### src/hdl/sslf_pkg.sv
// ----------------------------------------------------------------------------
// sslf_pkg
// Shared types and constants of the stream session lifecycle controller.
// ----------------------------------------------------------------------------
package sslf_pkg;

   localparam int TIMER_WIDTH_DEF = 16;
   localparam int OP_WIDTH        = 4;
   localparam int CAT_WIDTH       = 2;
   localparam int CSR_IDX_WIDTH   = 2;
   localparam int CSR_DATA_WIDTH  = 16;
   localparam int TIMEOUT_WIDTH   = 16;

   // event codes
   localparam logic [OP_WIDTH-1:0] OP_TICK        = 4'd0;
   localparam logic [OP_WIDTH-1:0] OP_START       = 4'd1;
   localparam logic [OP_WIDTH-1:0] OP_STOP        = 4'd2;
   localparam logic [OP_WIDTH-1:0] OP_PAUSE       = 4'd3;
   localparam logic [OP_WIDTH-1:0] OP_RESUME      = 4'd4;
   localparam logic [OP_WIDTH-1:0] OP_RX_STARTED  = 4'd5;
   localparam logic [OP_WIDTH-1:0] OP_RX_STOPPED  = 4'd6;
   localparam logic [OP_WIDTH-1:0] OP_RX_PAUSED   = 4'd7;
   localparam logic [OP_WIDTH-1:0] OP_RX_RESUMED  = 4'd8;
   localparam logic [OP_WIDTH-1:0] OP_FIRST_FRAME = 4'd9;
   localparam logic [OP_WIDTH-1:0] OP_RX_ERROR    = 4'd10;

   localparam logic [CAT_WIDTH-1:0] CAT_FATAL = 2'd3;

   // register indexes
   localparam logic [CSR_IDX_WIDTH-1:0] CSR_ALLOW_SOFT    = 2'd0;
   localparam logic [CSR_IDX_WIDTH-1:0] CSR_RX_BOUND      = 2'd1;
   localparam logic [CSR_IDX_WIDTH-1:0] CSR_START_TIMEOUT = 2'd2;
   localparam logic [CSR_IDX_WIDTH-1:0] CSR_STOP_TIMEOUT  = 2'd3;

   localparam logic [TIMEOUT_WIDTH-1:0] START_TIMEOUT_RST = 16'd10000;
   localparam logic [TIMEOUT_WIDTH-1:0] STOP_TIMEOUT_RST  = 16'd5000;

   typedef enum logic [2:0] {
      ST_IDLE         = 3'd0,
      ST_STARTING     = 3'd1,
      ST_CONNECTED    = 3'd2,
      ST_STREAMING    = 3'd3,
      ST_PAUSED       = 3'd4,
      ST_RECONNECTING = 3'd5,
      ST_STOPPING     = 3'd6,
      ST_FAILED       = 3'd7
   } sslf_state_type;

   typedef struct packed {
      logic                     allow_soft;
      logic                     rx_bound;
      logic [TIMEOUT_WIDTH-1:0] start_timeout;
      logic [TIMEOUT_WIDTH-1:0] stop_timeout;
   } sslf_cfg_type;

   typedef struct packed {
      sslf_state_type state;
      logic           changed;
      logic           start_rx;
      logic           arm_rx;
      logic           fully_started;
      logic           stop_rx;
      logic           fully_stopped;
      logic           reconnect;
   } sslf_result_type;

endpackage

### src/hdl/sslf_csr.sv
// ----------------------------------------------------------------------------
// sslf_csr
// Configuration registers, written through a plain write port.
// ----------------------------------------------------------------------------
module sslf_csr (
   input  logic                                clock,
   input  logic                                reset,
   input  logic                                csr_wr_en,
   input  logic [sslf_pkg::CSR_IDX_WIDTH-1:0]  csr_index,
   input  logic [sslf_pkg::CSR_DATA_WIDTH-1:0] csr_data,
   output sslf_pkg::sslf_cfg_type              cfg
);
   import sslf_pkg::*;

   sslf_cfg_type cfg_ff;

   always_ff @(posedge clock) begin
      if (reset) begin
         cfg_ff.allow_soft    <= 1'b1;
         cfg_ff.rx_bound      <= 1'b0;
         cfg_ff.start_timeout <= START_TIMEOUT_RST;
         cfg_ff.stop_timeout  <= STOP_TIMEOUT_RST;
      end else if (csr_wr_en) begin
         unique case (csr_index)
            CSR_ALLOW_SOFT:    cfg_ff.allow_soft    <= csr_data[0];
            CSR_RX_BOUND:      cfg_ff.rx_bound      <= csr_data[0];
            CSR_START_TIMEOUT: cfg_ff.start_timeout <= csr_data[TIMEOUT_WIDTH-1:0];
            CSR_STOP_TIMEOUT:  cfg_ff.stop_timeout  <= csr_data[TIMEOUT_WIDTH-1:0];
            default: ;
         endcase
      end
   end

   assign cfg = cfg_ff;

endmodule

### src/hdl/sslf_fsm.sv
// ----------------------------------------------------------------------------
// sslf_fsm
// Session state machine with dwell timer; one event per step.
// ----------------------------------------------------------------------------
module sslf_fsm #(
   parameter int TIMER_WIDTH = sslf_pkg::TIMER_WIDTH_DEF
) (
   input  logic                           clock,
   input  logic                           reset,
   input  logic                           step,
   input  logic [sslf_pkg::OP_WIDTH-1:0]  op,
   input  logic [sslf_pkg::CAT_WIDTH-1:0] error_category,
   input  sslf_pkg::sslf_cfg_type         cfg,
   output sslf_pkg::sslf_result_type      result
);
   import sslf_pkg::*;

   localparam int CMP_WIDTH = (TIMER_WIDTH > TIMEOUT_WIDTH) ? TIMER_WIDTH : TIMEOUT_WIDTH;

   sslf_state_type         state_ff, state_in;
   logic                   seen_start_ff, seen_start_in;
   logic [TIMER_WIDTH-1:0] dwell_ff, dwell_in, dwell_inc;

   logic           fatal;
   logic           tick_counted;
   logic           start_expired, stop_expired;
   sslf_state_type fatal_state;
   sslf_state_type nx_state;
   logic           changed;

   assign fatal        = (op == OP_RX_ERROR) && (error_category == CAT_FATAL);
   assign tick_counted = (op == OP_TICK) &&
                         ((state_ff == ST_STARTING) || (state_ff == ST_STOPPING));
   // saturating dwell count, as seen by this tick
   assign dwell_inc    = (&dwell_ff) ? dwell_ff : dwell_ff + 1'b1;
   assign start_expired = CMP_WIDTH'(dwell_inc) >= CMP_WIDTH'(cfg.start_timeout);
   assign stop_expired  = CMP_WIDTH'(dwell_inc) >= CMP_WIDTH'(cfg.stop_timeout);
   assign fatal_state   = cfg.allow_soft ? ST_RECONNECTING : ST_FAILED;

   // next state
   always_comb begin
      nx_state = state_ff;
      unique case (state_ff)
         ST_IDLE: begin
            if (op == OP_START) nx_state = ST_STARTING;
         end
         ST_STARTING: begin
            if (op == OP_RX_STARTED)                nx_state = ST_CONNECTED;
            else if (fatal)                         nx_state = fatal_state;
            else if (op == OP_STOP)                 nx_state = ST_STOPPING;
            else if (op == OP_TICK && start_expired) nx_state = ST_FAILED;
         end
         ST_CONNECTED: begin
            if (op == OP_FIRST_FRAME)                          nx_state = ST_STREAMING;
            else if (op == OP_RX_PAUSED || op == OP_PAUSE)     nx_state = ST_PAUSED;
            else if (fatal)                                    nx_state = fatal_state;
            else if (op == OP_STOP)                            nx_state = ST_STOPPING;
         end
         ST_STREAMING: begin
            if (op == OP_RX_PAUSED || op == OP_PAUSE) nx_state = ST_PAUSED;
            else if (fatal)                           nx_state = fatal_state;
            else if (op == OP_STOP)                   nx_state = ST_STOPPING;
         end
         ST_PAUSED: begin
            if (op == OP_RX_RESUMED || op == OP_RESUME) nx_state = ST_STREAMING;
            else if (fatal)                             nx_state = fatal_state;
            else if (op == OP_STOP)                     nx_state = ST_STOPPING;
         end
         ST_RECONNECTING: begin
            if (op == OP_RX_STARTED) nx_state = ST_CONNECTED;
            else if (fatal)          nx_state = fatal_state;
            else if (op == OP_STOP)  nx_state = ST_STOPPING;
            else if (op == OP_START) nx_state = ST_STARTING;
         end
         ST_STOPPING: begin
            if (op == OP_RX_STOPPED)                nx_state = ST_IDLE;
            else if (op == OP_TICK && stop_expired) nx_state = ST_IDLE;
         end
         ST_FAILED: nx_state = ST_FAILED;
      endcase
   end

   assign changed = (nx_state != state_ff);

   // entry actions
   always_comb begin
      result               = '0;
      result.state         = changed ? nx_state : state_ff;
      result.changed       = changed;
      if (changed) begin
         unique case (nx_state)
            ST_IDLE:         result.fully_stopped = seen_start_ff & cfg.rx_bound;
            ST_STARTING:     result.start_rx      = cfg.rx_bound;
            ST_CONNECTED: begin
               result.arm_rx        = cfg.rx_bound;
               result.fully_started = 1'b1;
            end
            ST_STOPPING:     result.stop_rx       = cfg.rx_bound;
            ST_RECONNECTING: result.reconnect     = 1'b1;
            default: ;
         endcase
      end
   end

   always_comb begin
      state_in      = state_ff;
      seen_start_in = seen_start_ff;
      dwell_in      = dwell_ff;
      if (step) begin
         if (changed) begin
            state_in = nx_state;
            dwell_in = '0;
            if (nx_state == ST_IDLE)     seen_start_in = 1'b0;
            if (nx_state == ST_STARTING) seen_start_in = 1'b1;
         end else if (tick_counted) begin
            dwell_in = dwell_inc;
         end
      end
   end

   always_ff @(posedge clock) begin
      if (reset) begin
         state_ff      <= ST_IDLE;
         seen_start_ff <= 1'b0;
         dwell_ff      <= '0;
      end else begin
         state_ff      <= state_in;
         seen_start_ff <= seen_start_in;
         dwell_ff      <= dwell_in;
      end
   end

`ifndef SYNTHESIS
   a_failed_sticky: assert property (@(posedge clock) disable iff (reset)
      state_ff == ST_FAILED |=> state_ff == ST_FAILED)
      else $error("left failed state");
   a_dwell_idle: assert property (@(posedge clock) disable iff (reset)
      (state_ff != ST_STARTING && state_ff != ST_STOPPING) |-> dwell_ff == '0)
      else $error("dwell counter running outside timed states");
   a_no_flags: assert property (@(posedge clock) disable iff (reset)
      !result.changed |-> !(result.start_rx | result.arm_rx | result.fully_started |
                            result.stop_rx | result.fully_stopped | result.reconnect))
      else $error("entry flag without state change");
   a_idle_seen: assert property (@(posedge clock) disable iff (reset)
      state_ff == ST_IDLE |-> !seen_start_ff)
      else $error("start mark held in idle");
`endif

endmodule

### src/hdl/stream_session_lifecycle_fsm_top.sv
// ----------------------------------------------------------------------------
// stream_session_lifecycle_fsm_top
// Streaming session lifecycle controller: one event word in, one status word out.
// ----------------------------------------------------------------------------
// Usage:
//   req_* carries one event word (op, error_category) per accepted handshake
//   (req_valid high, req_stall low). rsp_* returns exactly one status word per
//   event: session state, a state-changed bit and one-shot entry action flags.
//   csr_* writes the four configuration registers; write only while idle.
// Pipe: an accepted event is held in the input register and is evaluated into the
//   result register once that register is free, so the word shows from then on.
// Throughput: one event per cycle while rsp_stall is low; a single input register
//   plus the result register form the pipe, so one further event is taken while
//   a result waits under rsp_stall, after which req_stall rises.
// Reset (synchronous): state idle, dwell timer and start mark cleared, both
//   registers of the pipe empty, configuration back to its defaults.
// Stall: a stalled result word holds unchanged; the session state advances
//   only when an event moves from the input register into the result register.
// ----------------------------------------------------------------------------
module stream_session_lifecycle_fsm_top #(
   parameter int TIMER_WIDTH = sslf_pkg::TIMER_WIDTH_DEF
) (
   input  logic                                clock,
   input  logic                                reset,
   // event channel
   input  logic                                req_valid,
   output logic                                req_stall,
   input  logic [sslf_pkg::OP_WIDTH-1:0]       req_op,
   input  logic [sslf_pkg::CAT_WIDTH-1:0]      req_error_category,
   // status channel
   output logic                                rsp_valid,
   input  logic                                rsp_stall,
   output logic [2:0]                          rsp_session_state,
   output logic                                rsp_state_changed,
   output logic                                rsp_cmd_start_receiver,
   output logic                                rsp_cmd_arm_receiver,
   output logic                                rsp_note_fully_started,
   output logic                                rsp_cmd_stop_receiver,
   output logic                                rsp_note_fully_stopped,
   output logic                                rsp_note_reconnect,
   // configuration
   input  logic                                csr_wr_en,
   input  logic [sslf_pkg::CSR_IDX_WIDTH-1:0]  csr_index,
   input  logic [sslf_pkg::CSR_DATA_WIDTH-1:0] csr_data
);
   import sslf_pkg::*;

   // input register
   logic                 in_valid_ff, in_valid_in;
   logic [OP_WIDTH-1:0]  op_ff;
   logic [CAT_WIDTH-1:0] cat_ff;

   // result register
   logic            out_valid_ff, out_valid_in;
   sslf_result_type out_ff;

   sslf_cfg_type    cfg;
   sslf_result_type result;
   logic            out_free;   // result register can take a new word
   logic            advance;    // event moves from input to result register
   logic            req_take;

   assign out_free  = !out_valid_ff || !rsp_stall;
   assign advance   = in_valid_ff && out_free;
   // input register frees up when its word advances
   assign req_stall = in_valid_ff && !out_free;
   assign req_take  = req_valid && !req_stall;

   sslf_csr u_csr (
      .clock     (clock),
      .reset     (reset),
      .csr_wr_en (csr_wr_en),
      .csr_index (csr_index),
      .csr_data  (csr_data),
      .cfg       (cfg)
   );

   sslf_fsm #(
      .TIMER_WIDTH (TIMER_WIDTH)
   ) u_fsm (
      .clock          (clock),
      .reset          (reset),
      .step           (advance),
      .op             (op_ff),
      .error_category (cat_ff),
      .cfg            (cfg),
      .result         (result)
   );

   always_comb begin
      in_valid_in = in_valid_ff;
      if (advance)  in_valid_in = 1'b0;
      if (req_take) in_valid_in = 1'b1;
   end

   always_comb begin
      out_valid_in = out_valid_ff;
      if (out_free) out_valid_in = advance;
   end

   always_ff @(posedge clock) begin
      if (reset) begin
         in_valid_ff  <= 1'b0;
         out_valid_ff <= 1'b0;
      end else begin
         in_valid_ff  <= in_valid_in;
         out_valid_ff <= out_valid_in;
      end
   end

   // payload registers, no reset
   always_ff @(posedge clock) begin
      if (req_take) begin
         op_ff  <= req_op;
         cat_ff <= req_error_category;
      end
      if (advance) begin
         out_ff <= result;
      end
   end

   assign rsp_valid              = out_valid_ff;
   assign rsp_session_state      = out_ff.state;
   assign rsp_state_changed      = out_ff.changed;
   assign rsp_cmd_start_receiver = out_ff.start_rx;
   assign rsp_cmd_arm_receiver   = out_ff.arm_rx;
   assign rsp_note_fully_started = out_ff.fully_started;
   assign rsp_cmd_stop_receiver  = out_ff.stop_rx;
   assign rsp_note_fully_stopped = out_ff.fully_stopped;
   assign rsp_note_reconnect     = out_ff.reconnect;

endmodule

### config.mk
export PLATFORM = sky130hd
export DESIGN_NAME = stream_session_lifecycle_fsm_top
export DESIGN_NICKNAME = d
export VERILOG_FILES = /design/src/hdl/sslf_pkg.sv /design/src/hdl/sslf_csr.sv /design/src/hdl/sslf_fsm.sv /design/src/hdl/stream_session_lifecycle_fsm_top.sv
export SDC_FILE = /design/constraint.sdc
export NUM_CORES = 1
export LEC_CHECK = 0
export BUFFER_PORTS_ARGS = -buffer_cell sky130_fd_sc_hd__buf_2
export CORE_ASPECT_RATIO = 0.8
export CORE_MARGIN = 8
export CORE_UTILIZATION = 60
export DETAILED_ROUTE_END_ITERATION = 16
export PLACE_DENSITY = 0.81
export SETUP_SLACK_MARGIN = 0.15
export SLEW_MARGIN = 20
export SYNTH_ARGS = -nofsm -noshare
export SYNTH_HDL_FRONTEND = slang
export SYNTH_SLANG_ARGS = --single-unit
### constraint.sdc
create_clock -name clock -period 7.7 [get_ports clock]
set_clock_uncertainty 0.2 [all_clocks]
set_input_delay 0.77 -clock clock [delete_from_list [all_inputs] [get_ports clock]]
set_output_delay 0.77 -clock clock [all_outputs]
set_load 0.02 [all_outputs]
# After elaboration in Yosys (flattened, before gate mapping)
# Index checks and enable logic that the tools add are counted.
# word_totals
regBits,72
latchBits,0
mem_bits_rw,0
mem_bits_ro,0
in_bits,29
output_inout_bits,12
elab_cells,109
n_memories,0
# classes
add_sub_neg,1
multipliers,0
div_mod_pow,0
magnitude_cmp,2
n_eq_ne,26
n_shift,0
muxes,27
n_bitwise,1
n_reduce_logical,33
# op_table
operator,n
$mux W16,3
$mux W3,16
$ge A16 B16 Y1,2
$pmux W3 S8,1
$eq A3 B3 Y1 const B,6
$reduce_and A2 Y1,9
$add A16 B1 Y16 const B,1
$eq A4 B3 Y1 const B,4
$reduce_and A16 Y1,1
$eq A4 B4 Y1 const B,3
$eq A3 B2 Y1 const B,3
$eq A4 B2 Y1 const B,2
$logic_and A1 B1 Y1,7
$eq A2 B2 Y1 const B,3
$eq A3 B1 Y1 const B,2
$logic_not A3 Y1,2
$mux W1,6
$reduce_bool A2 Y1,3
$eq A4 B1 Y1 const B,1
$logic_not A1 Y1,4
$logic_not A4 Y1,1
$logic_or A1 B1 Y1,4
$ne A3 B3 Y1,1
$reduce_and A3 Y1,1
4 further kinds,4

# Logic depth before layout (Yosys ltp)
# depth
word_depth,12
depth_mapped,16
ltp_nobuf,16

# Hierarchy
# A second synthesis with hierarchy kept.
# unflattened
cells_unflattened,512
hier_area_um2,4534.3
# modules_own_cells
mod,n_inst,cells_per_inst,area_per_inst_um2,seq_area_each_um2
sslf_fsm,1,346,2541.2,400.4
sslf_csr,1,140,1426.4,680.7
stream_session_lifecycle_fsm_top,1,26,566.8,520.5

# Worst setup path before layout
# Ideal clock, no wire load.
# synth_timing
path_type,register to register
start,register u_fsm.dwell_ff[0]
end,register u_fsm.seen_start_ff
setup_time_ps,123
t_arrival_ps,4126
required_time_ps,7377
setup_slack_ps,3250
path_stages_with_launch,15
n_path_buf,0
period_less_slack_ps,4450
path_cell_list,dfxtp_1 -> ha_1 -> nand3_1 -> nor4_1 -> a2111oi_0 -> a31oi_1 -> or2_2 -> ha_1 -> a21oi_1 -> nor3_1 -> or4_1 -> o31a_4 -> a211oi_4 -> nand4b_1 -> mux2_1
# synth_between
elab_chain_len,12
elab_cells_between_ends,20
cone_classes,add/sub (1); order compare (2); eq/ne (2); mux (9); reduce/logical (6)
# synth_rtl
element,line,text
start: declaration,sslf_fsm.sv:22,"logic [TIMER_WIDTH-1:0] dwell_ff, dwell_in, dwell_inc;"
start signal: assignment,sslf_fsm.sv:129,dwell_ff <= dwell_in;
$add A16 B1 Y16 / $reduce_and A16 Y1 (equally long branches),sslf_fsm.sv:35,assign dwell_inc = (&dwell_ff) ? dwell_ff : dwell_ff + 1'b1;
$mux W16 (*),sslf_fsm.sv:35,
$ge A16 B16 Y1,sslf_fsm.sv:36,assign start_expired = CMP_WIDTH'(dwell_inc) >= CMP_WIDTH'(cfg.start_timeout);
$logic_and A1 B1 Y1,sslf_fsm.sv:51,else if (op == OP_TICK && start_expired) nx_state = ST_FAILED;
$mux W3,sslf_fsm.sv:51,
$mux W3,sslf_fsm.sv:50,else if (op == OP_STOP) nx_state = ST_STOPPING;
$mux W3,sslf_fsm.sv:49,else if (fatal) nx_state = fatal_state;
$mux W3,sslf_fsm.sv:48,if (op == OP_RX_STARTED) nx_state = ST_CONNECTED;
$pmux W3 S8 (*),sslf_fsm.sv:43,unique case (state_ff)
$eq A3 B1 Y1 / $logic_not A3 Y1 (equally long branches),"sslf_fsm.sv:114, sslf_fsm.sv:113",
$reduce_bool A2 Y1 (no line),--,
$reduce_and A3 Y1 (no line),--,
end signal: assignment,sslf_fsm.sv:128,seen_start_ff <= seen_start_in;
end: declaration,sslf_fsm.sv:21,"logic seen_start_ff, seen_start_in;"
# Mark *: on every way between the ends. The rest lies on a longest branch, timed or not.
# A chain may end at the register's enable or synchronous reset.

# Worst setup path after layout
# layout_timing
start,register u_fsm.dwell_ff[0]
end,register u_fsm.dwell_ff[15]
# layout_between
elab_chain_len,12
elab_cells_between_ends,19
cone_classes,add/sub (1); order compare (2); eq/ne (1); mux (10); reduce/logical (5)
# layout_rtl
element,line,text
$add A16 B1 Y16 / $reduce_and A16 Y1 (equally long branches),sslf_fsm.sv:35,
$mux W16 (*),sslf_fsm.sv:35,
$ge A16 B16 Y1,sslf_fsm.sv:36,
$logic_and A1 B1 Y1,sslf_fsm.sv:51,
$mux W3,sslf_fsm.sv:51,
$mux W3,sslf_fsm.sv:50,
$mux W3,sslf_fsm.sv:49,
$mux W3,sslf_fsm.sv:48,
$pmux W3 S8,sslf_fsm.sv:43,
$ne A3 B3 Y1,sslf_fsm.sv:83,assign changed = (nx_state != state_ff);
$reduce_bool A2 Y1 (no line),--,
$reduce_and A2 Y1 (no line),--,
# Mark *: on every way between the ends. The rest lies on a longest branch, timed or not. The select of a mux whose other input is x is not followed.

==> metrics.md <==
| Metric | Value |
|---|---|
| Cell area after synthesis | `4350 um2` |
| CTS root buf | `clkbuf_8` |
| Die outline area | `10300 um2` |
| Final setup viols | `0` |
| Core ar. | `6960 um2` |
| Die Y | `92.2 um` |
| WP data required | `7.80 ns` |
| Worst VDD drop | `0.137 mV` |
| Clock sink count | `72` |
| Hold Crit Class | `flip-flop to flip-flop` |
| CP arrival | `5.22 ns` |
| WHS | `0.259 ns` |
| Syn Area/Cell | `8.74 um2` |
| DRT Wirelength | `10.4 mm` |
| Top post-synthesis cells by area | `dfxtp_1, edfxtp_1, ha_1` |
| Largest net degree at the start of global routing | `33` |
| Post-Synthesis Cells | `498` |
| Register bit total from synthesis | `72` |
| Run status | `completed` |
| Std-Cell Rows | `27` |
| Worst slew pin tran | `0.905 ns` |
| Residual DRC | `0` |
| Grt ovf | `0` |
| Max Cap Viol | `0` |
| Max Slew Vio Count | `0` |
| Distinct cells, synth | `73` |
| IO Pins | `41` |
| I/O Buffers | `40` |
| Fillers | `572` |
| Final ANT Viol Nets | `0` |
| Top_reg_cell synth | `dfxtp_1` |
| Final Hold Fails | `0` |
| Asr flop ratio synth | `0%` |
| Via density | `6.05` |
| Drt pass-1 iters | `5` |
| Relative slew slack | `39.5%` |
| FF/Latch Area | `1600 um2` |
| Max FO, Critical Path | `11` |
| Post-DP Area | `4570 um2` |
| Clk_lat worst skew | `0.35 ns` |
| Initial Util | `62.5%` |
| Post-CTS resize count | `0` |
| Sequential area share after synthesis | `36.8%` |
| Number of diodes | `0` |
| Critical path capture point type | `flip-flop` |
| Clock Path Buffers | `2` |
| H-tree depth | `3` |
| Via Count | `3773` |
| CTS clk-pin slew, worst paths | `0.08 ns` |
| Crit share post-route | `66.6%` |
| Postcts setup bufs | `0` |
| Multi-input gate area | `2430 um2` |
| Vias in the first global route | `3696` |
| RSZ-0062 raised after global routing | `false` |
| Post-synth top area cell | `dfxtp_1` |
| Synth Warn # | `0` |
| Crit path time final | `5.13 ns` |
| Post-synth top area share | `25.8%` |
| Final net count | `594` |
| Initial antenna violation count | `0` |
| DP Wirelength | `7.75 mm` |
| Num CTS Buffers | `9` |
| Leakage | `1.88 nW` |
| EDFF count, synth | `16` |
| Global-route wire length before repair | `17.7 mm` |
| Share of layout cells above drive strength 1 | `15.6%` |
| Worst Setup Start Kind | `flip-flop` |
| Design Area, Final | `4760 um2` |
| # hold bufs at CTS | `0` |
| Total negative slack | `0 ns` |
| Power Dens Cells | `168 nW/um2` |
| All-Layer GR Usage | `20.6%` |
| Area grow syn2layout | `9.34%` |
| Initial DRC count | `270` |
| Total power | `0.802 mW` |
| Drt wl/cell | `16.7 um` |
| Max Freq | `195 MHz` |
| CTS tree | `built` |
| Syn Nets | `560` |
| Chip width | `111 um` |
| GPL Wtd Cong | `0.908` |
| CP Class | `flip-flop to flip-flop` |
-- sequential cells by signal, summed over array words and instances, names as in the netlist, 2 cells and up --
| name | flops |
|---|---|
| u_csr.cfg | 34 |
| cat_ff | 2 |
| u_fsm.state_ff | 3 |
| u_fsm.dwell_ff | 16 |
| op_ff | 4 |
| rsp_session_state | 3 |
-- power by group --
group	internal (mW)	switching (mW)	leakage, nW	total, mW
Clock	0.139	0.151	0.0959	0.290
Combinational	0.0372	0.0620	1.17	0.0992
Sequential	0.400	0.0128	0.610	0.412
-- final timing paths --
check / endpoint / from / cells after the start / slack (ns)
worst max-delay path: u_fsm.dwell_ff[15] / u_fsm.dwell_ff[0] / 14 / 2.57
worst min-delay path: u_csr.cfg[21] / u_csr.cfg[21] / 2 / 0.26
worst max register to register: u_fsm.dwell_ff[15] / u_fsm.dwell_ff[0] / 14 / 2.57
worst min register to register: u_csr.cfg[21] / u_csr.cfg[21] / 2 / 0.26
-- kinds of logic (layout without fill, tap and decap cells) --
| group | Yosys count | in the layout | synth area share [%] |
|---|---|---|---|
| muxes | 6 | 6 | 1.47 |
| adders and majority gates | 33 | 33 | 9.49 |
| buffers and inverters | 75 | 114 | 7.33 |
| xor gates and xnor gates | 11 | 11 | 2.21 |
| DFF | 72 | 72 | 36.8 |
| AOI/OAI and AO/OA | 123 | 123 | 21.6 |
| and+or+nand+nor | 178 | 178 | 21.1 |
-- critical path, cell delays in order, from the launching register on --
cell and delay, ns:
dfxtp_1 0.38, ha_1 0.28, nand3_1 0.11, nor4_1 0.09, a2111oi_1 0.86, a31oi_1 0.21, or2_2 0.37, ha_1 0.31
a21oi_1 0.15, nor3_1 0.06, or4_1 0.56, o31a_4 0.34, a211oi_4 0.35, and3_1 0.54, a2bb2o_2 0.26
-- through the flow --
step / std cells / setup WS [ns] / utilization [%]
finish: 624 / 2.57 / 68.4
global route: 624 / 2.21 / 68.4
CTS: 624 / 2.34 / 68.4
global placement: 608 / 2.70 / 65.6
floorplan: 498 / 3.25 / -
detailed placement: 608 / 2.42 / 65.6
-- area by class of cell --
class,instances,area share [%]
Sequential cell,72,33.6
Tap cell,87,2.29
Timing Repair Buffer,42,4.52
Multi-Input combinational cell,351,51.1
Inverter,56,4.42
Clock buffer,11,3.21
Clock inverter,5,0.789
-- metal layers --
layer	vias up	wire length (um)	global-route usage, %
li1	1850	-	-
met1	1769	5060	27.7
met2	139	4610	31.7
met3	15	648	5.27
met4	0	124	6.20
met5	-	0	0
-- synth_stat cells, types with 2 or more instances --
| library cell | number |
|---|---|
| o211ai_1 | 14 |
| nand3b_1 | 2 |
| edfxtp_1 | 16 |
| mux2i_1 | 3 |
| buf_6 | 4 |
| nand4_1 | 11 |
| nor3_1 | 10 |
| a21oi_1 | 40 |
| nor4_1 | 7 |
| nand4b_1 | 2 |
| o2bb2ai_1 | 7 |
| o2111ai_1 | 6 |
| and3_1 | 4 |
| nor3b_2 | 2 |
| nor2b_1 | 4 |
| o21ai_0 | 11 |
| nand4bb_1 | 2 |
| nor4b_1 | 2 |
| nand2_1 | 77 |
| nor2_1 | 24 |
| a211oi_4 | 2 |
| dfxtp_1 | 56 |
| clkbuf_1 | 11 |
| a211o_1 | 2 |
| xnor2_1 | 10 |
| inv_1 | 56 |
| or2_2 | 4 |
| nand3_1 | 9 |
| a211oi_1 | 9 |
| ha_1 | 33 |
| mux2_2 | 2 |
| o21ai_1 | 2 |
| and4_1 | 3 |
| and2_1 | 3 |
| o21a_1 | 4 |
| nand2b_1 | 3 |
| a2bb2o_4 | 2 |
| o31a_1 | 2 |
| buf_2 | 3 |
-- layout by cell type, fill, tap and decap left out, types with 6 or more instances in the layout --
cell type  synthesis  routed
xnor2_1           10      10
nand2_1           77      77
edfxtp_1          16      16
nand4_1           11      11
o2bb2ai_1          7       7
o2111ai_1          6       6
clkbuf_8           0       9
a211oi_1           9       9
nor4_1             7       7
dfxtp_1           56      56
nor2_1            24      24
nand3_1            9       9
o211ai_1          14      14
inv_1             56      56
a21oi_1           40      40
ha_1              33      33
o21ai_0           11      11
nor3_1            10      10
buf_2              3      40
No activity file was read; power rests on OpenSTA's default activity.
